==> src/rtl/core/pva_pkg.sv <==
// ----------------------------------------------------------------------------
// pva_pkg
// Shared types and constants of the priority voice allocator.
// ----------------------------------------------------------------------------
package pva_pkg;

	localparam int DEF_MAX_VOICES = 512;
	localparam int LIMIT_MIN      = 8;
	localparam int LIMIT_MAX      = 512;
	localparam int LIMIT_RESET    = 96;
	localparam int STEAL_CAP      = 63;
	localparam int CNT_W          = 6;

	typedef enum logic [2:0] {
		KIND_STOLEN   = 3'd0,
		KIND_GRANTED  = 3'd1,
		KIND_REJECTED = 3'd2,
		KIND_LOADFAIL = 3'd3,
		KIND_IGNORED  = 3'd4,
		KIND_RELEASED = 3'd5
	} kind_t;

	typedef enum logic {
		REG_ENABLED = 1'b0,
		REG_LIMIT   = 1'b1
	} reg_idx_t;

	typedef struct packed {
		logic        busy;
		logic        stealable;
		logic [7:0]  prio;
		logic [63:0] serial;
	} entry_t;

	typedef struct packed {
		logic  load_req;
		logic  scan_start;
		logic  scan_step;
		logic  clr_step;
		logic  rd_release;
		logic  rel_fin;
		logic  steal;
		logic  grant;
		logic  serial_inc;
		logic  rej_inc;
		logic  emit;
		kind_t kind;
		logic  last;
	} cmd_t;

	typedef struct packed {
		logic req_release;
		logic enabled;
		logic path_present;
		logic load_ok;
		logic start_ok;
		logic occ_ge_limit;
		logic addr_last;
		logic found;
	} sts_t;

endpackage

==> src/rtl/core/pva_ctrl.sv <==
// ----------------------------------------------------------------------------
// pva_ctrl
// Controller: sequences clearing, scans, steals, grants and releases.
// ----------------------------------------------------------------------------
module pva_ctrl (
	input  logic          clk,
	input  logic          arst_n,
	input  logic          start,
	output logic          busy,
	input  pva_pkg::sts_t sts,
	output pva_pkg::cmd_t cmd
);
	import pva_pkg::*;

	typedef enum logic [3:0] {
		S_CLEAR, S_IDLE, S_CHECK, S_SCAN, S_SDRAIN, S_SDEC,
		S_LOAD, S_FSCAN, S_FDRAIN, S_FDEC, S_REL
	} state_t;

	state_t          state_q, state_d;
	logic [CNT_W-1:0] n_q;

	assign busy = (state_q != S_IDLE);

	always_comb begin
		cmd     = '0;
		cmd.kind = KIND_IGNORED;
		state_d = state_q;
		unique case (state_q)
			S_CLEAR: begin
				cmd.clr_step = 1'b1;
				if (sts.addr_last) begin
					state_d = S_IDLE;
				end
			end
			S_IDLE: begin
				if (start) begin
					cmd.load_req = 1'b1;
					state_d      = S_CHECK;
				end
			end
			S_CHECK: begin
				priority if (sts.req_release) begin
					cmd.rd_release = 1'b1;
					state_d        = S_REL;
				end else if (!sts.enabled || !sts.path_present) begin
					cmd.emit = 1'b1;
					cmd.kind = KIND_IGNORED;
					cmd.last = 1'b1;
					state_d  = S_IDLE;
				end else if (sts.occ_ge_limit) begin
					if (n_q == CNT_W'(STEAL_CAP)) begin
						cmd.rej_inc = 1'b1;
						cmd.emit    = 1'b1;
						cmd.kind    = KIND_REJECTED;
						cmd.last    = 1'b1;
						state_d     = S_IDLE;
					end else begin
						cmd.scan_start = 1'b1;
						state_d        = S_SCAN;
					end
				end else begin
					state_d = S_LOAD;
				end
			end
			S_SCAN: begin
				cmd.scan_step = 1'b1;
				if (sts.addr_last) begin
					state_d = S_SDRAIN;
				end
			end
			S_SDRAIN: state_d = S_SDEC;
			S_SDEC: begin
				cmd.emit = 1'b1;
				if (sts.found) begin
					cmd.steal = 1'b1;
					cmd.kind  = KIND_STOLEN;
					state_d   = S_CHECK;
				end else begin
					cmd.rej_inc = 1'b1;
					cmd.kind    = KIND_REJECTED;
					cmd.last    = 1'b1;
					state_d     = S_IDLE;
				end
			end
			S_LOAD: begin
				if (!sts.load_ok) begin
					cmd.rej_inc = 1'b1;
					cmd.emit    = 1'b1;
					cmd.kind    = KIND_LOADFAIL;
					cmd.last    = 1'b1;
					state_d     = S_IDLE;
				end else begin
					cmd.serial_inc = 1'b1;
					if (!sts.start_ok) begin
						cmd.emit = 1'b1;
						cmd.kind = KIND_IGNORED;
						cmd.last = 1'b1;
						state_d  = S_IDLE;
					end else begin
						cmd.scan_start = 1'b1;
						state_d        = S_FSCAN;
					end
				end
			end
			S_FSCAN: begin
				cmd.scan_step = 1'b1;
				if (sts.addr_last) begin
					state_d = S_FDRAIN;
				end
			end
			S_FDRAIN: state_d = S_FDEC;
			S_FDEC: begin
				cmd.grant = 1'b1;
				cmd.emit  = 1'b1;
				cmd.kind  = KIND_GRANTED;
				cmd.last  = 1'b1;
				state_d   = S_IDLE;
			end
			S_REL: begin
				cmd.rel_fin = 1'b1;
				cmd.emit    = 1'b1;
				cmd.kind    = KIND_RELEASED;
				cmd.last    = 1'b1;
				state_d     = S_IDLE;
			end
			default: state_d = S_IDLE;
		endcase
	end

	always_ff @(posedge clk or negedge arst_n) begin
		if (!arst_n) begin
			state_q <= S_CLEAR;
			n_q     <= '0;
		end else begin
			state_q <= state_d;
			if (cmd.load_req) begin
				n_q <= '0;
			end else if (cmd.steal) begin
				n_q <= n_q + CNT_W'(1);
			end
		end
	end

	a_cap: assert property (@(posedge clk) disable iff (!arst_n)
		cmd.steal |-> (n_q < CNT_W'(STEAL_CAP)))
		else $error("steal beyond the per-request cap");

endmodule

==> config.mk <==
export PLATFORM = sky130hd
export DESIGN_NAME = pva_ctrl
export DESIGN_NICKNAME = d
export VERILOG_FILES = /design/src/rtl/core/pva_pkg.sv /design/src/rtl/core/pva_ctrl.sv
export SDC_FILE = /design/constraint.sdc
export NUM_CORES = 1
export LEC_CHECK = 0
export BUFFER_PORTS_ARGS = -buffer_cell sky130_fd_sc_hd__buf_4
export CORE_ASPECT_RATIO = 0.8
export CORE_MARGIN = 5
export CORE_UTILIZATION = 47
export CTS_BUF_LIST = sky130_fd_sc_hd__clkbuf_8
export CTS_CLUSTER_SIZE = 40
export DETAILED_ROUTE_END_ITERATION = 7
export PLACE_DENSITY = 0.86
export SLEW_MARGIN = 20
export SYNTH_ARGS = -nofsm -noshare
export SYNTH_HDL_FRONTEND = slang
export SYNTH_SLANG_ARGS = --single-unit
==> constraint.sdc <==
create_clock -name clk -period 1.8 [get_ports clk]
set_clock_uncertainty 0.1 [all_clocks]
set_input_delay 0.54 -clock clk [delete_from_list [all_inputs] [get_ports clk]]
set_output_delay 0.54 -clock clk [all_outputs]
set_load 0.005 [all_outputs]
==> impl_metrics.csv, run 1 <==
group,metric,value,unit
cts,htreeDepth,1,
synthesis,synthesis.area,867.1,µm²
synthesis,synth_cells,113,
placement,dp_slack,-0.3176,ns
floorplanning,die_w,58.02,µm
status,haltStage,"global routing",
cts,clk_path_buf_depth,2,
floorplanning,ios,27,
cts,cts_sinks,10,
synthesis,synth_simple_gate_area_share,0.3709,
timing,worstEndpointType,"primary output",
synthesis,avgSynthCellArea,7.673,µm²
cts,cts_hold_buf,0,
synthesis,synthXorXnorAreaFrac,0.05051,
synthesis,synth_nets,125,
synthesis,ys_ff_latch,10,
synthesis,synth_compound_area_frac,0.2092,
synthesis,synthMuxAreaShare,0,
synthesis,synth.distinct_cells,42,
global_routing,grt_max_degree,14,
floorplanning,die_h,48.42,µm
cts,cts_buffers,3,
floorplanning,rows,13,
cts,root_buffer,"clkbuf_8",
synthesis,seq_area_frac_synth,0.2886,
synthesis,synth_fa_ha_area_frac,0.01443,
timing,worst_endpoint,"cmd[0]",
placement,dp.cells,186,
placement,io_buffers,26,
placement,hpwl,2398,µm
placement,place_congestion,0.8485,
synthesis,synth_top_family_by_area,"simple AND/OR/NAND/NOR gates",
status,stop_error,"[ERROR DPL-0038] Utilization greater than 100%, impossible to legalize",
floorplanning,start_util,0.5126,
status,outcome,"stopped before the end",
synthesis,yosys_warnings,0,
placement,dpl_cell_area,1326,µm²
cells by family after synthesis:
family	count (synthesis)
xor gates and xnor gates	5
and+or+nand+nor	59
adders and majority gates	1
DFF	10
AOI/OAI and AO/OA	26
buffers and inverters	12
cells in the mapped netlist:
library cell   n  share of area
xor2_1         5          0.051
nor2b_1        2          0.014
nand2_1       10          0.043
a211oi_1       1         0.0087
inv_2          1         0.0043
a21o_1         1         0.0087
nand4b_1       1          0.010
nand2b_1       4          0.029
nand4_1        3          0.022
inv_1          3          0.013
or4_1          1         0.0087
buf_1          1         0.0043
buf_2          4          0.023
nor2_1        17          0.074
ha_1           1          0.014
a21oi_1        5          0.029
o21bai_1       1         0.0087
dfrtp_1       10           0.29
nor4_1         1         0.0072
and4bb_2       1          0.014
o21ai_0        3          0.017
nand3_1        5          0.029
buf_6          1          0.013
nor3b_1        1         0.0087
clkbuf_1       2         0.0087
o211ai_1       1         0.0087
and2b_2        1          0.010
and3_1         3          0.022
a221oi_1       2          0.020
or4b_4         1          0.016
a31oi_1        1         0.0072
a32oi_2        1          0.019
and2_1         3          0.022
a21boi_1       1         0.0087
a22oi_1        2          0.017
and3b_1        1          0.010
o31a_1         1          0.010
o21ai_1        3          0.017
nor3_1         3          0.017
nor4_2         1          0.014
o22ai_1        2          0.014
o31ai_2        1          0.014
repair_timing:
item,4_1_cts
pin swaps,11
buffers inserted,4
endpoints found under the setup margin,16
resized for setup,39
through the flow:
step           hold WS [ns]  utilization
2_1_floorplan        0.1444            -
3_3_place_gp         0.2722       0.7840
3_5_place_dp         0.2747       0.7840
4_1_cts             0.02106       0.9393
==> run 2, diff against run 1 <==
==> config.mk (replaced) <==
export PLATFORM = sky130hd
export DESIGN_NAME = pva_ctrl
export DESIGN_NICKNAME = d
export VERILOG_FILES = /design/src/rtl/core/pva_pkg.sv /design/src/rtl/core/pva_ctrl.sv
export SDC_FILE = /design/constraint.sdc
export NUM_CORES = 1
export LEC_CHECK = 0
export BUFFER_PORTS_ARGS = -buffer_cell sky130_fd_sc_hd__buf_4
export CORE_AREA = 5 5 66 68
export DETAILED_ROUTE_END_ITERATION = 7
export DIE_AREA = 0 0 71 73
export PLACE_DENSITY_LB_ADDON = 0.15
export SLEW_MARGIN = 20
export SYNTH_ARGS = -nofsm -noshare
export SYNTH_HDL_FRONTEND = slang
export SYNTH_SLANG_ARGS = --single-unit
==> constraint.sdc (replaced) <==
create_clock -name clk -period 2.3 [get_ports clk]
set_clock_uncertainty 0.1 [all_clocks]
set_input_delay 0.69 -clock clk [delete_from_list [all_inputs] [get_ports clk]]
set_output_delay 0.69 -clock clk [all_outputs]
set_load 0.005 [all_outputs]
==> run 2 against run 1 <==
  * The flow now finishes, with violations (setup timing)
  * Synthesized cell count did not move
  * Synthesized area did not move
==> impl_metrics.csv, run 2 <==
group,metric,value,unit
synthesis,synth_top_area_cell,"dfrtp_1",
floorplanning,die_h,73,µm
synthesis,async_flop_share,1.000,
floorplanning,ios,27,
cts,root_buffer,"clkbuf_8",
synthesis,synthTopCellsByArea,"dfrtp_1 (29%), nor2_1 (7.4%), xor2_1 (5.1%), nand2_1 (4.3%), a21oi_1 (2.9%)",
global_routing,track_usage,0.1103,
global_routing,grt_max_degree,14,
timing,finalHoldViolCount,0,
timing,fmax,414.5,MHz
cts,clk_path_buf_depth,2,
timing,rsz0062_at_grt,"true",
synthesis,synth_cells,113,
power_and_ir_drop,p_leak,0.6808,nW
floorplanning,start_util,0.2283,
cts,cts_buffers,3,
floorplanning,core,3799,µm²
finish,area_growth,63.35,%
critical_path,path_class,"primary input to output pin",
cts,cts_hold_buf,0,
finish,largest_reg_flops,6,
synthesis,synth_nets,125,
floorplanning,rows,23,
finish,utilization,0.3729,
synthesis,ys.flop_type,"dfrtp_1",
placement,io_buffers,26,
cts,clkTransAtPathRegs,0.04,ns
finish,diodes,0,
critical_path,crit_required,1.51,ns
cts,insertion_delay,0.23,ns
detailed_routing,via_count,967,
placement,hpwl,2153,µm
placement,place_congestion,0.8195,
cts,htreeDepth,1,
timing,fin_ws,-0.1124,ns
detailed_routing,drt-initial-drc-count,39,
cts,cts_sinks,10,
synthesis,synth.distinct_cells,42,
detailed_routing,viasPerCell,4.740,
detailed_routing,drtPass1Iterations,4,
detailed_routing,antenna_left,0,
finish,mostFrequentLayoutCells,"buf_4 (43), nor2_1 (17), dfrtp_1 (10)",
critical_path,startpoint_type,"primary input",
timing,setup_viol,6,
critical_path,reg2reg_depth,6,
synthesis,ys_ff_latch,10,
floorplanning,dieArea,5183,µm²
floorplanning,die_w,71,µm
critical_path,cp_data_arrival_time,1.62,ns
finish,largest_register,"n_q",
timing,tns,-0.3814,ns
synthesis,synth_edf_count,0,
global_routing,grt_pass1_wl,4609,µm
finish,top_regs,"n_q: 6 flops, state_q: 4 flops",
global_routing,antenna_found_initial,0,
critical_path,worstPathMaxFanout,2,
synthesis,synth_top_area_frac,0.2886,
finish,fillers,399,
global_routing,grt_overflow,0,
synthesis,synth.most_common_cell,"nor2_1",
power_and_ir_drop,finalPower,1.399,mW
min_path,hp-class,"primary input to asynchronous set/reset pin",
timing,slew_violations,0,
finish,multi_input_area,690.7,µm²
finish,final-seq-area,250.2,µm²
detailed_routing,drc,0,
synthesis,seq_area_frac_synth,0.2886,
detailed_routing,drt-total-wl,2803,µm
finish,final_common_cell,"buf_4",
timing,min_period,2.412,ns
timing,slew_headroom,0.7733,
synthesis,yosys_warnings,0,
timing,min_period_over_period,1.049,
synthesis,synth_common_cells,"nor2_1 (17), dfrtp_1 (10), nand2_1 (10)",
critical_path,cp-end-kind,"output pin",
synthesis,synthesis.area,867.1,µm²
power_and_ir_drop,power.density,987.9,nW/µm²
cts,cts_tree,"yes",
finish,nets,168,
power_and_ir_drop,ir_drop,360.2,µV
detailed_routing,routedWlPerCell,13.74,µm
flow_run,maxCapViolations,0,
finish,drive_above_1_share,0.4545,
synthesis,avgSynthCellArea,7.673,µm²
status,violations,"setup timing",
status,outcome,"finished with violations",
timing,worst_pin_slew,0.3380,ns
global_routing,grt_pass1_vias,1007,
[run 2: cell counts after synthesis]
Identical to the previous run, type by type.
[run 2: logic make-up (layout without fill, tap and decap cells)]
kind of cell / count (synthesis) / count (layout) / share of synthesized area
AO/OA/AOI/OAI: 26 / 26 / 0.2092
XOR/XNOR: 5 / 5 / 0.05050
adder cells (fa/ha/maj): 1 / 1 / 0.01443
buffers and inverters: 12 / 53 / 0.06637
flip-flops: 10 / 10 / 0.2886
AND/OR/NAND/NOR: 59 / 59 / 0.3709
[run 2: routing by layer]
metal,global-route usage,part of all wire,up-vias
li1,-,-,485
met1,0.1380,0.46,460
met2,0.1946,0.49,20
met3,0.01928,0.048,2
met4,0.03132,0.0050,0
met5,0,0,-
[run 2: critical path, stage by stage]
cell and delay [ns]:
buf_6 0.09, nand4b_1 0.25, o31a_1 0.34, nor3_2 0.11
buf_4 0.13
[run 2: power by group]
part	total, mW	switching (mW)	internal [mW]
clock network	0.174	0.0598	0.114
registers	0.246	0.0316	0.214
logic	0.980	0.493	0.487
total	1.40	0.584	0.815
[run 2: timing repair]
action | CTS | global route
resized for setup | 16 | 12
pin swaps | 4 | 4
buffers inserted | 1 | 2
endpoints found under the setup margin | 7 | 9
[run 2: worst paths after layout]
check / from / slack (ns) / endpoint
max: sts[7] / -0.11 / cmd[13]
min: arst_n / 0.18 / n_q[1]
max reg2reg: state_q[3] / 0.59 / state_q[0]
min reg2reg: n_q[1] / 0.49 / n_q[1]
max in group asynchronous: arst_n / 1.78 / n_q[4]
min in group clk: n_q[1] / 0.49 / n_q[1]
[run 2: layout make-up]
cell class,instances,share of cell area
tap,50,0.04417
inverter,4,0.01060
multi-input combinational,91,0.4876
sequential,10,0.1767
timing repair buffer,46,0.2518
clock buffer,3,0.02915
[run 2: per-stage QoR]
| step | area [µm²] | worst slack [ns] | std cells | hold slack (ns) |
|---|---|---|---|---|
| 3_5_place_dp | 1210 | -0.1747 | 198 | 0.4252 |
| 3_3_place_gp | 1210 | -0.1681 | 198 | 0.4231 |
| 4_1_cts | 1334 | -0.06539 | 202 | 0.1786 |
| 5_1_grt | 1416 | -0.1534 | 204 | 0.1861 |
| 6_report | 1416 | -0.1124 | 204 | 0.1799 |
| 2_1_floorplan | 867.1 | 0.1694 | 113 | 0.2944 |
No activity file was read; power rests on OpenSTA's default activity.
==> run 3, diff against run 2 <==
--- a/config.mk
+++ b/config.mk
@@ -10,6 +10,7 @@
 export DETAILED_ROUTE_END_ITERATION = 7
 export DIE_AREA = 0 0 71 73
 export PLACE_DENSITY_LB_ADDON = 0.15
+export SKIP_CTS_REPAIR_TIMING = 1
 export SLEW_MARGIN = 20
 export SYNTH_ARGS = -nofsm -noshare
 export SYNTH_HDL_FRONTEND = slang
==> run 3 against run 2 <==
  * The run still ends with setup timing left
  * Sequential share of layout area fell by 0.26 points
  * Global-route usage fell by 0.52 points
  * Sequential power barely moved
  * Clock power barely moved
  * Core utilization rose by 0.56 points
  * Non-clock buffer count rose by 2
  * Hold slack improved by 0.00063 ns
  * Cell count rose by 0.98%
  * Die area did not move
  * Via count rose by 0.21%
  * Power rose by 0.11%
  * Cell area rose by 1.5%
==> impl_metrics.csv, run 3 (synthesis results as in run 2) <==
group,metric,value,unit
finish,mostFrequentLayoutCells,"buf_4 (44), nor2_1 (16), dfrtp_1 (10)",
critical_path,cp_data_arrival_time,1.59,ns
floorplanning,core,3799,µm²
timing,setup_viol,6,
finish,area_growth,65.80,%
cts,cts_sinks,10,
critical_path,path_class,"primary input to output pin",
timing,slew_headroom,0.7715,
timing,tns,-0.2901,ns
finish,diodes,0,
detailed_routing,routedWlPerCell,13.39,µm
cts,cts_buffers,3,
detailed_routing,drtPass1Iterations,3,
power_and_ir_drop,p_leak,0.6931,nW
finish,final_common_cell,"buf_4",
flow_run,maxCapViolations,0,
finish,top_regs,"n_q: 6 flops, state_q: 4 flops",
timing,slew_violations,0,
critical_path,r2r-start,"state_q[3]",
timing,finalHoldViolCount,0,
cts,clkTransAtPathRegs,0.04,ns
global_routing,track_usage,0.1052,
cts,clk_path_buf_depth,2,
global_routing,grt_max_degree,14,
timing,fin_ws,-0.08300,ns
timing,fmax,419.6,MHz
min_path,hp-class,"primary input to asynchronous set/reset pin",
cts,insertion_delay,0.23,ns
placement,place_congestion,0.8195,
detailed_routing,viasPerCell,4.704,
global_routing,antenna_found_initial,0,
detailed_routing,wl_met1,1250,µm
global_routing,grt_pass1_vias,959,
floorplanning,rows,23,
global_routing,grt_overflow,0,
finish,nets,170,
placement,hpwl,2153,µm
floorplanning,die_w,71,µm
critical_path,worstPathMaxFanout,2,
detailed_routing,wl_met3,135,µm
critical_path,cp-startpoint,"sts[7]",
detailed_routing,drc,0,
detailed_routing,drt-initial-drc-count,45,
cts,cts_tree,"yes",
detailed_routing,wl_met2,1358,µm
timing,min_period,2.383,ns
detailed_routing,via_count,969,
power_and_ir_drop,ir_drop,414.4,µV
detailed_routing,antenna_left,0,
detailed_routing,top_layer,"met4",
placement,dp_slack,-0.1747,ns
floorplanning,ios,27,
floorplanning,start_util,0.2283,
timing,worst_pin_slew,0.3406,ns
cts,root_buffer,"clkbuf_8",
detailed_routing,drt-total-wl,2758,µm
cts,htreeDepth,1,
finish,largest_register,"n_q",
floorplanning,die_h,73,µm
critical_path,startpoint_type,"primary input",
floorplanning,dieArea,5183,µm²
status,outcome,"finished with violations",
placement,io_buffers,26,
finish,largest_reg_flops,6,
global_routing,grt_pass1_wl,4395,µm
timing,min_period_over_period,1.036,
status,violations,"setup timing",
critical_path,crit_required,1.51,ns
timing,rsz0062_at_grt,"true",
critical_path,cp-end-kind,"output pin",
finish,drive_above_1_share,0.4679,
power_and_ir_drop,power.density,974.4,nW/µm²
run 3: cell count changes in the layout (fill, tap and decap cells not counted), sizes merged:
cell,change
buf,+2
run 3: path summary, 6_finish.rpt:
kind                       cells after the start  slack (ns)    endpoint
hold / removal                                 1        0.18      n_q[1]
hold reg to reg                                2        0.49      n_q[4]
setup reg to reg                               6        0.60  state_q[0]
setup / recovery                               6       -0.08      cmd[5]
max in group asynchronous                      1        1.78      n_q[4]
min in group clk                               2        0.49      n_q[4]
run 3: stage by stage:
step / power, mW / hold slack [ns] / instances / util / instance area [µm²]
6_report: 1.401 / 0.1805 / 206 / 0.3785 / 1438
5_1_grt: 1.513 / 0.1861 / 206 / 0.3785 / 1438
4_1_cts: 1.272 / 0.1786 / 201 / 0.3294 / 1251
3_5_place_dp: 1.093 / 0.4252 / 198 / 0.3185 / 1210
3_3_place_gp: 1.096 / 0.4231 / 198 / 0.3185 / 1210
2_1_floorplan: 0.7265 / 0.2944 / 113 / - / 867.1
run 3: per-layer routing:
metal	track usage	vias up
li1	-	492
met1	0.1355	457
met2	0.1792	18
met3	0.01928	2
met4	0.03132	0
met5	0	-
run 3: critical path, cell delays in order:
cell and delay (ns):
buf_6 0.10, nand4b_1 0.25, nor3_4 0.25, a22oi_2 0.09
nor2_1 0.10, buf_4 0.11
run 3: layout make-up:
type                    instances  area, µm²
fillers                       398       2361
clock buffers                   3      41.29
multi-input cells              91      693.2
well taps                      50      62.56
flip-flops and latches         10      250.2
inverters                       4      15.01
repair buffers                 48      375.4
run 3: report_power, final:
group / internal (mW) / total, mW / switching [mW]
Sequential: 0.214 / 0.248 / 0.0341
Clock: 0.114 / 0.173 / 0.0594
Combinational: 0.487 / 0.979 / 0.492
